===== src/hw/rtl/slps_pkg.sv =====
// Shared types and constants for the status LED pattern sequencer.
// No dependencies; used by slps_led_chan and status_led_pattern_sequencer.
`timescale 1ns / 1ps
`default_nettype none

package slps_pkg;

	// Field widths
	localparam int CMD_W     = 2;
	localparam int LED_IDX_W = 2;
	localparam int PAT_W     = 3;
	localparam int PULSES_W  = 8;
	localparam int LEVELS_W  = 4;
	localparam int SUB_W     = 5;
	localparam int FAST_W    = 3;
	localparam int SLOW_W    = 5;

	// Stream widths; the tdata widths are padded to whole bytes
	localparam int IN_TDATA_W  = 16;
	localparam int IN_TUSER_W  = CMD_W;
	localparam int OUT_TDATA_W = 8;

	// Config port
	localparam int CFG_IDX_W  = 1;
	localparam int CFG_DATA_W = 4;

	localparam int NUM_LEDS_DEFAULT = 4;

	// Timing constants in ticks
	localparam int FAST_HALF = 4;
	localparam int SLOW_HALF = 10;
	localparam int CODE_ON   = 3;
	localparam int CODE_OFF  = 3;
	localparam int CODE_GAP  = 16;

	// Command codes
	localparam logic [CMD_W-1:0] CMD_TICK     = 2'd0;
	localparam logic [CMD_W-1:0] CMD_SET_PAT  = 2'd1;
	localparam logic [CMD_W-1:0] CMD_SET_CODE = 2'd2;

	// Pattern codes; 5..7 behave as off
	localparam logic [PAT_W-1:0] PAT_OFF   = 3'd0;
	localparam logic [PAT_W-1:0] PAT_SOLID = 3'd1;
	localparam logic [PAT_W-1:0] PAT_BLINK = 3'd2;
	localparam logic [PAT_W-1:0] PAT_SLOW  = 3'd3;
	localparam logic [PAT_W-1:0] PAT_CODE  = 3'd4;

	// Register indexes
	localparam logic [CFG_IDX_W-1:0] REG_MASTER_EN   = 1'd0;
	localparam logic [CFG_IDX_W-1:0] REG_DRIVEN_MASK = 1'd1;

	// Per-LED control for one accepted item
	typedef struct packed {
		logic                tick;
		logic                set_pattern;
		logic                set_code;
		logic [PAT_W-1:0]    pattern;
		logic [PULSES_W-1:0] pulses;
	} led_ctrl_t;

endpackage

`default_nettype wire


===== src/hw/rtl/slps_led_chan.sv =====
// One LED channel: pattern, pulse-code count and code phase.
// Depends on slps_pkg.
`timescale 1ns / 1ps
`default_nettype none

module slps_led_chan (
	input  wire logic               clk,
	input  wire logic               arst_n,
	input  wire slps_pkg::led_ctrl_t ctrl,
	input  wire logic               fast_on,
	input  wire logic               slow_on,
	output logic                    on
);

	logic [slps_pkg::PAT_W-1:0]    pattern_q;
	logic [slps_pkg::PULSES_W-1:0] count_q;
	logic [slps_pkg::PULSES_W-1:0] pidx_q;
	logic [slps_pkg::SUB_W-1:0]    sub_q;

	logic [slps_pkg::PULSES_W-1:0] pidx_d;
	logic [slps_pkg::SUB_W-1:0]    sub_d;
	logic [slps_pkg::SUB_W-1:0]    sub_inc;

	assign sub_inc = sub_q + 1'b1;

	// Level before gating and next code phase for a tick
	always_comb begin
		on     = 1'b0;
		pidx_d = pidx_q;
		sub_d  = sub_q;
		unique case (pattern_q)
			slps_pkg::PAT_SOLID: begin
				on = 1'b1;
			end
			slps_pkg::PAT_BLINK: begin
				on = fast_on;
			end
			slps_pkg::PAT_SLOW: begin
				on = slow_on;
			end
			slps_pkg::PAT_CODE: begin
				if (count_q == '0) begin
					pidx_d = '0;
					sub_d  = '0;
				end else if (pidx_q < count_q) begin
					on = (sub_q < slps_pkg::SUB_W'(slps_pkg::CODE_ON));
					if (sub_inc >= slps_pkg::SUB_W'(slps_pkg::CODE_ON + slps_pkg::CODE_OFF)) begin
						sub_d  = '0;
						pidx_d = pidx_q + 1'b1;
					end else begin
						sub_d = sub_inc;
					end
				end else begin
					if (sub_inc >= slps_pkg::SUB_W'(slps_pkg::CODE_GAP)) begin
						sub_d  = '0;
						pidx_d = '0;
					end else begin
						sub_d = sub_inc;
					end
				end
			end
			default: begin
				pidx_d = '0;
				sub_d  = '0;
			end
		endcase
	end

	always_ff @(posedge clk or negedge arst_n) begin
		if (!arst_n) begin
			pattern_q <= slps_pkg::PAT_OFF;
			count_q   <= '0;
			pidx_q    <= '0;
			sub_q     <= '0;
		end else begin
			if (ctrl.set_pattern) begin
				pattern_q <= ctrl.pattern;
			end
			if (ctrl.set_code) begin
				pattern_q <= slps_pkg::PAT_CODE;
				count_q   <= ctrl.pulses;
			end
			if (ctrl.tick) begin
				pidx_q <= pidx_d;
				sub_q  <= sub_d;
			end
		end
	end

endmodule

`default_nettype wire


===== src/hw/rtl/status_led_pattern_sequencer.sv =====
// Top level of the status LED pattern sequencer: stream ports, config
// registers, shared blink phases and the result register. Depends on
// slps_pkg and slps_led_chan.
`timescale 1ns / 1ps
`default_nettype none

// The block takes one command per transfer on the s_ side and returns LED
// levels on the m_ side. A tick command advances every driven LED by one tick
// and produces one transfer carrying the levels; set-pattern and set-code
// commands update one LED and produce nothing; command 3 is dropped. Every
// command is handled in the cycle it is accepted: per-LED state and the shared
// fast/slow blink phases update at that edge and the levels land in a single
// output register, valid the cycle after the tick transfer, so one command per
// clock is sustained. s_tready is low only
// while a result sits in the output register and m_tready is low; in that case
// the register frees up and a new command enters in the same cycle the result
// is taken. Fast blink is 4 ticks on / 4 off, slow blink 10 on / 10 off, a
// pulse code is N pulses of 3 on / 3 off followed by a 16-tick dark gap.
// The master enable (register 0) forces all levels low without stopping the
// sequencing; driven_mask (register 1) freezes and darkens LEDs whose bit is 0.
// Configuration writes are taken every cycle and apply to the next command.
module status_led_pattern_sequencer #(
	parameter int NUM_LEDS = slps_pkg::NUM_LEDS_DEFAULT
) (
	input  wire logic                            clk,
	input  wire logic                            arst_n,
	// s_tuser: cmd[1:0]
	// s_tdata: led[1:0], pattern[4:2], pulses[12:5], zero[15:13]
	input  wire logic                            s_tvalid,
	output logic                                 s_tready,
	input  wire logic [slps_pkg::IN_TDATA_W-1:0] s_tdata,
	input  wire logic [slps_pkg::IN_TUSER_W-1:0] s_tuser,
	// m_tdata: levels[3:0], zero[7:4]
	output logic                                 m_tvalid,
	input  wire logic                            m_tready,
	output logic [slps_pkg::OUT_TDATA_W-1:0]     m_tdata,
	// config write channel
	input  wire logic                            cfg_valid,
	output logic                                 cfg_ready,
	input  wire logic [slps_pkg::CFG_IDX_W-1:0]  cfg_index,
	input  wire logic [slps_pkg::CFG_DATA_W-1:0] cfg_data
);

	// Only LEDs with a bit in driven_mask and levels can ever be driven
	localparam int ACTIVE_LEDS = (NUM_LEDS < slps_pkg::LEVELS_W) ? NUM_LEDS
	                                                             : slps_pkg::LEVELS_W;

	// Unpack the command
	logic [slps_pkg::CMD_W-1:0]     in_cmd;
	logic [slps_pkg::LED_IDX_W-1:0] in_led;
	logic [slps_pkg::PAT_W-1:0]     in_pattern;
	logic [slps_pkg::PULSES_W-1:0]  in_pulses;

	assign in_cmd     = s_tuser;
	assign in_led     = s_tdata[1:0];
	assign in_pattern = s_tdata[4:2];
	assign in_pulses  = s_tdata[12:5];

	// Config registers
	logic                          master_en_q;
	logic [slps_pkg::LEVELS_W-1:0] driven_mask_q;

	assign cfg_ready = 1'b1;

	always_ff @(posedge clk or negedge arst_n) begin
		if (!arst_n) begin
			master_en_q   <= 1'b1;
			driven_mask_q <= '1;
		end else if (cfg_valid && cfg_ready) begin
			unique case (cfg_index)
				slps_pkg::REG_MASTER_EN:   master_en_q   <= cfg_data[0];
				slps_pkg::REG_DRIVEN_MASK: driven_mask_q <= cfg_data;
				default: ;
			endcase
		end
	end

	// Handshake: take a command whenever the output register is empty or draining
	logic m_tvalid_q;
	logic accept;
	logic do_tick;
	logic do_set_pat;
	logic do_set_code;

	assign s_tready    = !m_tvalid_q || m_tready;
	assign accept      = s_tvalid && s_tready;
	assign do_tick     = accept && (in_cmd == slps_pkg::CMD_TICK);
	assign do_set_pat  = accept && (in_cmd == slps_pkg::CMD_SET_PAT);
	assign do_set_code = accept && (in_cmd == slps_pkg::CMD_SET_CODE);

	// Shared blink phases advance on every tick, regardless of mask and enable
	logic [slps_pkg::FAST_W-1:0] fast_phase_q;
	logic [slps_pkg::SLOW_W-1:0] slow_phase_q;
	logic                        fast_on;
	logic                        slow_on;

	assign fast_on = (fast_phase_q < slps_pkg::FAST_W'(slps_pkg::FAST_HALF));
	assign slow_on = (slow_phase_q < slps_pkg::SLOW_W'(slps_pkg::SLOW_HALF));

	always_ff @(posedge clk or negedge arst_n) begin
		if (!arst_n) begin
			fast_phase_q <= '0;
			slow_phase_q <= '0;
		end else if (do_tick) begin
			// fast phase wraps at 8 by width
			fast_phase_q <= fast_phase_q + 1'b1;
			if (slow_phase_q == slps_pkg::SLOW_W'(2 * slps_pkg::SLOW_HALF - 1)) begin
				slow_phase_q <= '0;
			end else begin
				slow_phase_q <= slow_phase_q + 1'b1;
			end
		end
	end

	// Per-LED channels
	logic [ACTIVE_LEDS-1:0] led_on;

	for (genvar i = 0; i < ACTIVE_LEDS; i++) begin : g_led
		slps_pkg::led_ctrl_t ctrl;
		logic                sel;

		assign sel              = (in_led == slps_pkg::LED_IDX_W'(i));
		assign ctrl.tick        = do_tick && driven_mask_q[i];
		assign ctrl.set_pattern = do_set_pat && sel;
		assign ctrl.set_code    = do_set_code && sel;
		assign ctrl.pattern     = in_pattern;
		assign ctrl.pulses      = in_pulses;

		slps_led_chan u_chan (
			.clk     (clk),
			.arst_n  (arst_n),
			.ctrl    (ctrl),
			.fast_on (fast_on),
			.slow_on (slow_on),
			.on      (led_on[i])
		);
	end

	// Gate with mask and master enable; LEDs past the active range read 0
	logic [slps_pkg::LEVELS_W-1:0] levels_d;
	logic [slps_pkg::LEVELS_W-1:0] levels_q;

	assign levels_d = master_en_q
		? slps_pkg::LEVELS_W'(led_on & driven_mask_q[ACTIVE_LEDS-1:0])
		: '0;

	// Result register: hold until taken, reload on a tick
	always_ff @(posedge clk or negedge arst_n) begin
		if (!arst_n) begin
			m_tvalid_q <= 1'b0;
		end else if (do_tick) begin
			m_tvalid_q <= 1'b1;
		end else if (m_tready) begin
			m_tvalid_q <= 1'b0;
		end
	end

	always_ff @(posedge clk) begin
		if (do_tick) begin
			levels_q <= levels_d;
		end
	end

	assign m_tvalid = m_tvalid_q;
	assign m_tdata  = slps_pkg::OUT_TDATA_W'(levels_q);

endmodule

`default_nettype wire

===== config.mk =====
export PLATFORM = sky130hd
export DESIGN_NAME = status_led_pattern_sequencer
export DESIGN_NICKNAME = d
export VERILOG_FILES = /design/src/hw/rtl/slps_pkg.sv /design/src/hw/rtl/slps_led_chan.sv /design/src/hw/rtl/status_led_pattern_sequencer.sv
export SDC_FILE = /design/constraint.sdc
export NUM_CORES = 1
export LEC_CHECK = 0
export BUFFER_PORTS_ARGS = -buffer_cell sky130_fd_sc_hd__buf_2
export CAP_MARGIN = 30
export CORE_MARGIN = 10
export CORE_UTILIZATION = 45
export CTS_CLUSTER_DIAMETER = 60
export DETAILED_ROUTE_END_ITERATION = 7
export SLEW_MARGIN = 20
export SYNTH_ARGS = -nofsm -noshare
export SYNTH_HDL_FRONTEND = slang
export SYNTH_SLANG_ARGS = --single-unit

===== constraint.sdc =====
create_clock -name clk -period 2.2 [get_ports clk]
set_input_delay 0.33 -clock clk [delete_from_list [all_inputs] [get_ports clk]]
set_output_delay 0.33 -clock clk [all_outputs]
set_load 0.01 [all_outputs]

==> flow_summary.ini <==
[placement]
gp_congestion = 0.813
portBuffers = 30
dpl.hpwl_um = 11100
dp_cells = 893

[yosys]
synth_flop_cell = dfrtp_1
yosysTopAreaCell = dfrtp_1
yosys.area.top_type_share = 0.415
ys_warn_count = 0
synth_cells = 650
synth.distinct_cells = 70
yosysSeqAreaShare = 0.455
syn-cell-area_um2 = 6330
synth_edf_count = 4
synth_area_per_cell_um2 = 9.74
async_reset_ff_frac = 0.965
yosys_register_bits = 114
synth_area_leaders = dfrtp_1 41%, ha_1 7.5%, o21ai_0 6.5%, mux2_2 5.7%, nand2_1 3.8%

[clock_network]
cts_root_buffer = clkbuf_16
cts_tree = done
cts_buffer_depth = 2
clkSinkCount = 114
path_clk_slew_ps = 50
cts_inserted_buffers = 17
clk_latency_ps = 420
h-tree-depth = 4

[worst_hold_path]
hold_class = primary input to flop

[floorplan]
coreArea_um2 = 13800
die_w_um = 139
die_y_um = 139
die_area_um2 = 19200
ioPinCount = 39
num_rows = 43
initial_core_util = 0.458

[setup_path]
crit_chain = ha_4 -> nor2_2 -> a211o_1 -> a311o_1 -> a31oi_4 -> o31ai_4 -> or2_4 -> o31ai_2
cp_top_family = compound AO/OA/AOI/OAI gates
crit_type = flop to flop
cpPeakStageDelay_ps = 410
path_buf_inv = 0
cp-start-kind = flop
required_ps = 2530
end_kind = flop
critPathSlowestCell = dfrtp_1
critPathArrivalTime_ps = 2560
crit_path_max_fanout = 7

[sta]
relSlewSlack = 0.656
grt_setup_unrepaired = true
worstMarginPinSlew_ps = 515
tns_ps = -27.6
finalCriticalPeriod_ps = 2230
hold_viol = 0
max_freq_mhz = 449
final.setup_skew_ps = 5.87
finalSetupViolCount = 1
fin_crit_sh = 1.01
fin_ws_ps = -27.6
drv_slew = 0

[run]
max_cap_violations = 0

[routing]
routed_wl_um = 15600
via_count = 5115
drtPass1Iterations = 4
drc = 0
drt-wirelength-per-cell_um = 16.5
vias_per_cell = 5.43
antenna_left = 0
drt_iter0_drc = 235

[power_and_ir_drop]
finalPower_uw = 8070
p_per_area_nw_per_um2 = 989
max-vdd-ir-drop_v = 0.000607
power.leakage_uw = 0.00375

[global_routing]
grt_first_pass_wirelength_um = 25300
grt_max_degree = 47
antenna_found_initial = 0
grt-ovfl-total = 0
grt_pass1_vias = 5061
grt.total_usage = 0.159

[final_layout]
nNetsFinal = 815
antenna_cells = 0
layout-drive-gt1-share = 0.286
fin_cells = 942
synthToLayoutAreaGrowth_pct = 28.9

[outcome]
status = finished with violations
violations = setup timing
cells by family (layout without fill, tap and decap cells):
kind of cell | after synthesis | in the layout | synth area share
AND/OR/NAND/NOR | 235 | 235 | 0.190
AO/OA/AOI/OAI | 161 | 161 | 0.167
flip-flops | 114 | 114 | 0.455
buffers and inverters | 55 | 164 | 0.0369
adder cells (fa/ha/maj) | 38 | 38 | 0.0751
multiplexers | 33 | 33 | 0.0585
XOR/XNOR | 12 | 12 | 0.0166
other | 2 | 5 | 0.00119
placed cells by master, fill, tap and decap left out, types with 11 or more instances in the layout:
master,instances
nor2b_1,11
mux2_2,32
and3_1,14
buf_2,29
nand3_1,28
o21ai_0,70
nand2_1,64
nand2b_1,24
nor2_1,38
inv_1,33
clkbuf_16,17
o21ai_1,11
buf_4,59
ha_4,11
dfrtp_1,105
ha_1,27
per-stage QoR:
stage	hold slack [ps]	utilization	cell area (µm²)	setup WS (ps)
3_5_place_dp	339	0.511	7060	-141
4_1_cts	131	0.568	7860	-28.3
5_1_grt	132	0.590	8160	-97.8
6_report	145	0.590	8160	-27.6
2_1_floorplan	34.4	-	6400	-30.5
3_3_place_gp	329	0.511	7060	-90.1
layout make-up:
type,instances,area [µm²]
sequential,114,2880
inverter,39,146
fill,1162,5660
multi-input combinational,484,3560
timing repair buffer,93,661
tap,180,225
clock inverter,9,198
clock buffer,23,498
path summary, 6_finish.rpt:
path | from | endpoint | slack [ps] | cells past startpoint
worst max-delay path | g_led[3].u_chan.sub_q[0] | g_led[3].u_chan.pidx_q[7] | -30 | 8
worst min-delay path | cfg_data[3] | driven_mask_q[3] | 140 | 2
worst max register to register | g_led[3].u_chan.sub_q[0] | g_led[3].u_chan.pidx_q[7] | -30 | 8
worst min register to register | fast_phase_q[0] | fast_phase_q[0] | 500 | 1
max in group asynchronous | arst_n | driven_mask_q[1] | 1080 | 3
min in group asynchronous | arst_n | g_led[3].u_chan.pidx_q[6] | 430 | 2
cells in the mapped netlist, types with 3 or more instances:
library cell and count:
dfrtp_1 105, o21ai_0 82, nand2_1 64, nor2_1 40
inv_1 39, ha_1 38, mux2_2 32, nand3_1 28
nand2b_1 24, and3_1 15, nor2b_1 11, o31ai_1 11
a21oi_1 10, clkbuf_1 9, a21o_1 8, xnor2_1 8
and2_1 7, nor4_1 7, a211o_1 5, buf_4 5
dfstp_2 5, nand4_1 5, nor3_1 5, a22oi_1 4
a41o_1 4, edfxtp_1 4, nand3b_1 4, xor2_1 4
a22o_1 3, and4_1 3, nor3b_1 3, o211ai_1 3
o22ai_1 3, or2_2 3, or3_1 3
state kept, by name, summed over array words and instances, names as in the netlist:
name and cells:
g_led.u_chan.count_q 32, g_led.u_chan.pidx_q 32, g_led.u_chan.sub_q 20, g_led.u_chan.pattern_q 12, slow_phase_q 5, driven_mask_q 4, levels_q 4, fast_phase_q 3
m_tvalid 1, master_en_q 1
metal layers:
layer / wire length [µm] / GRT usage / vias up
li1: - / - / 2531
met1: 7150 / 0.196 / 2499
met2: 7750 / 0.266 / 66
met3: 427 / 0.0425 / 19
met4: 227 / 0.0494 / 0
met5: 0 / 0 / -
what timing repair did:
action                                  in CTS  in global routing
hold buffers                                 1                  0
endpoints found under the hold margin       30                  0
pin swaps                                    5                 10
gates resized for setup                     16                 46
endpoints found under the setup margin      13                 31
setup buffers                                2                 14
power breakdown:
part           internal (µW)  switching (µW)  total, µW  leakage, µW
combinational            975             982       1960      0.00196
clock                   2270             967       3240     0.000339
sequential              2510             368       2880      0.00144
(Power assumes the default switching activity.)
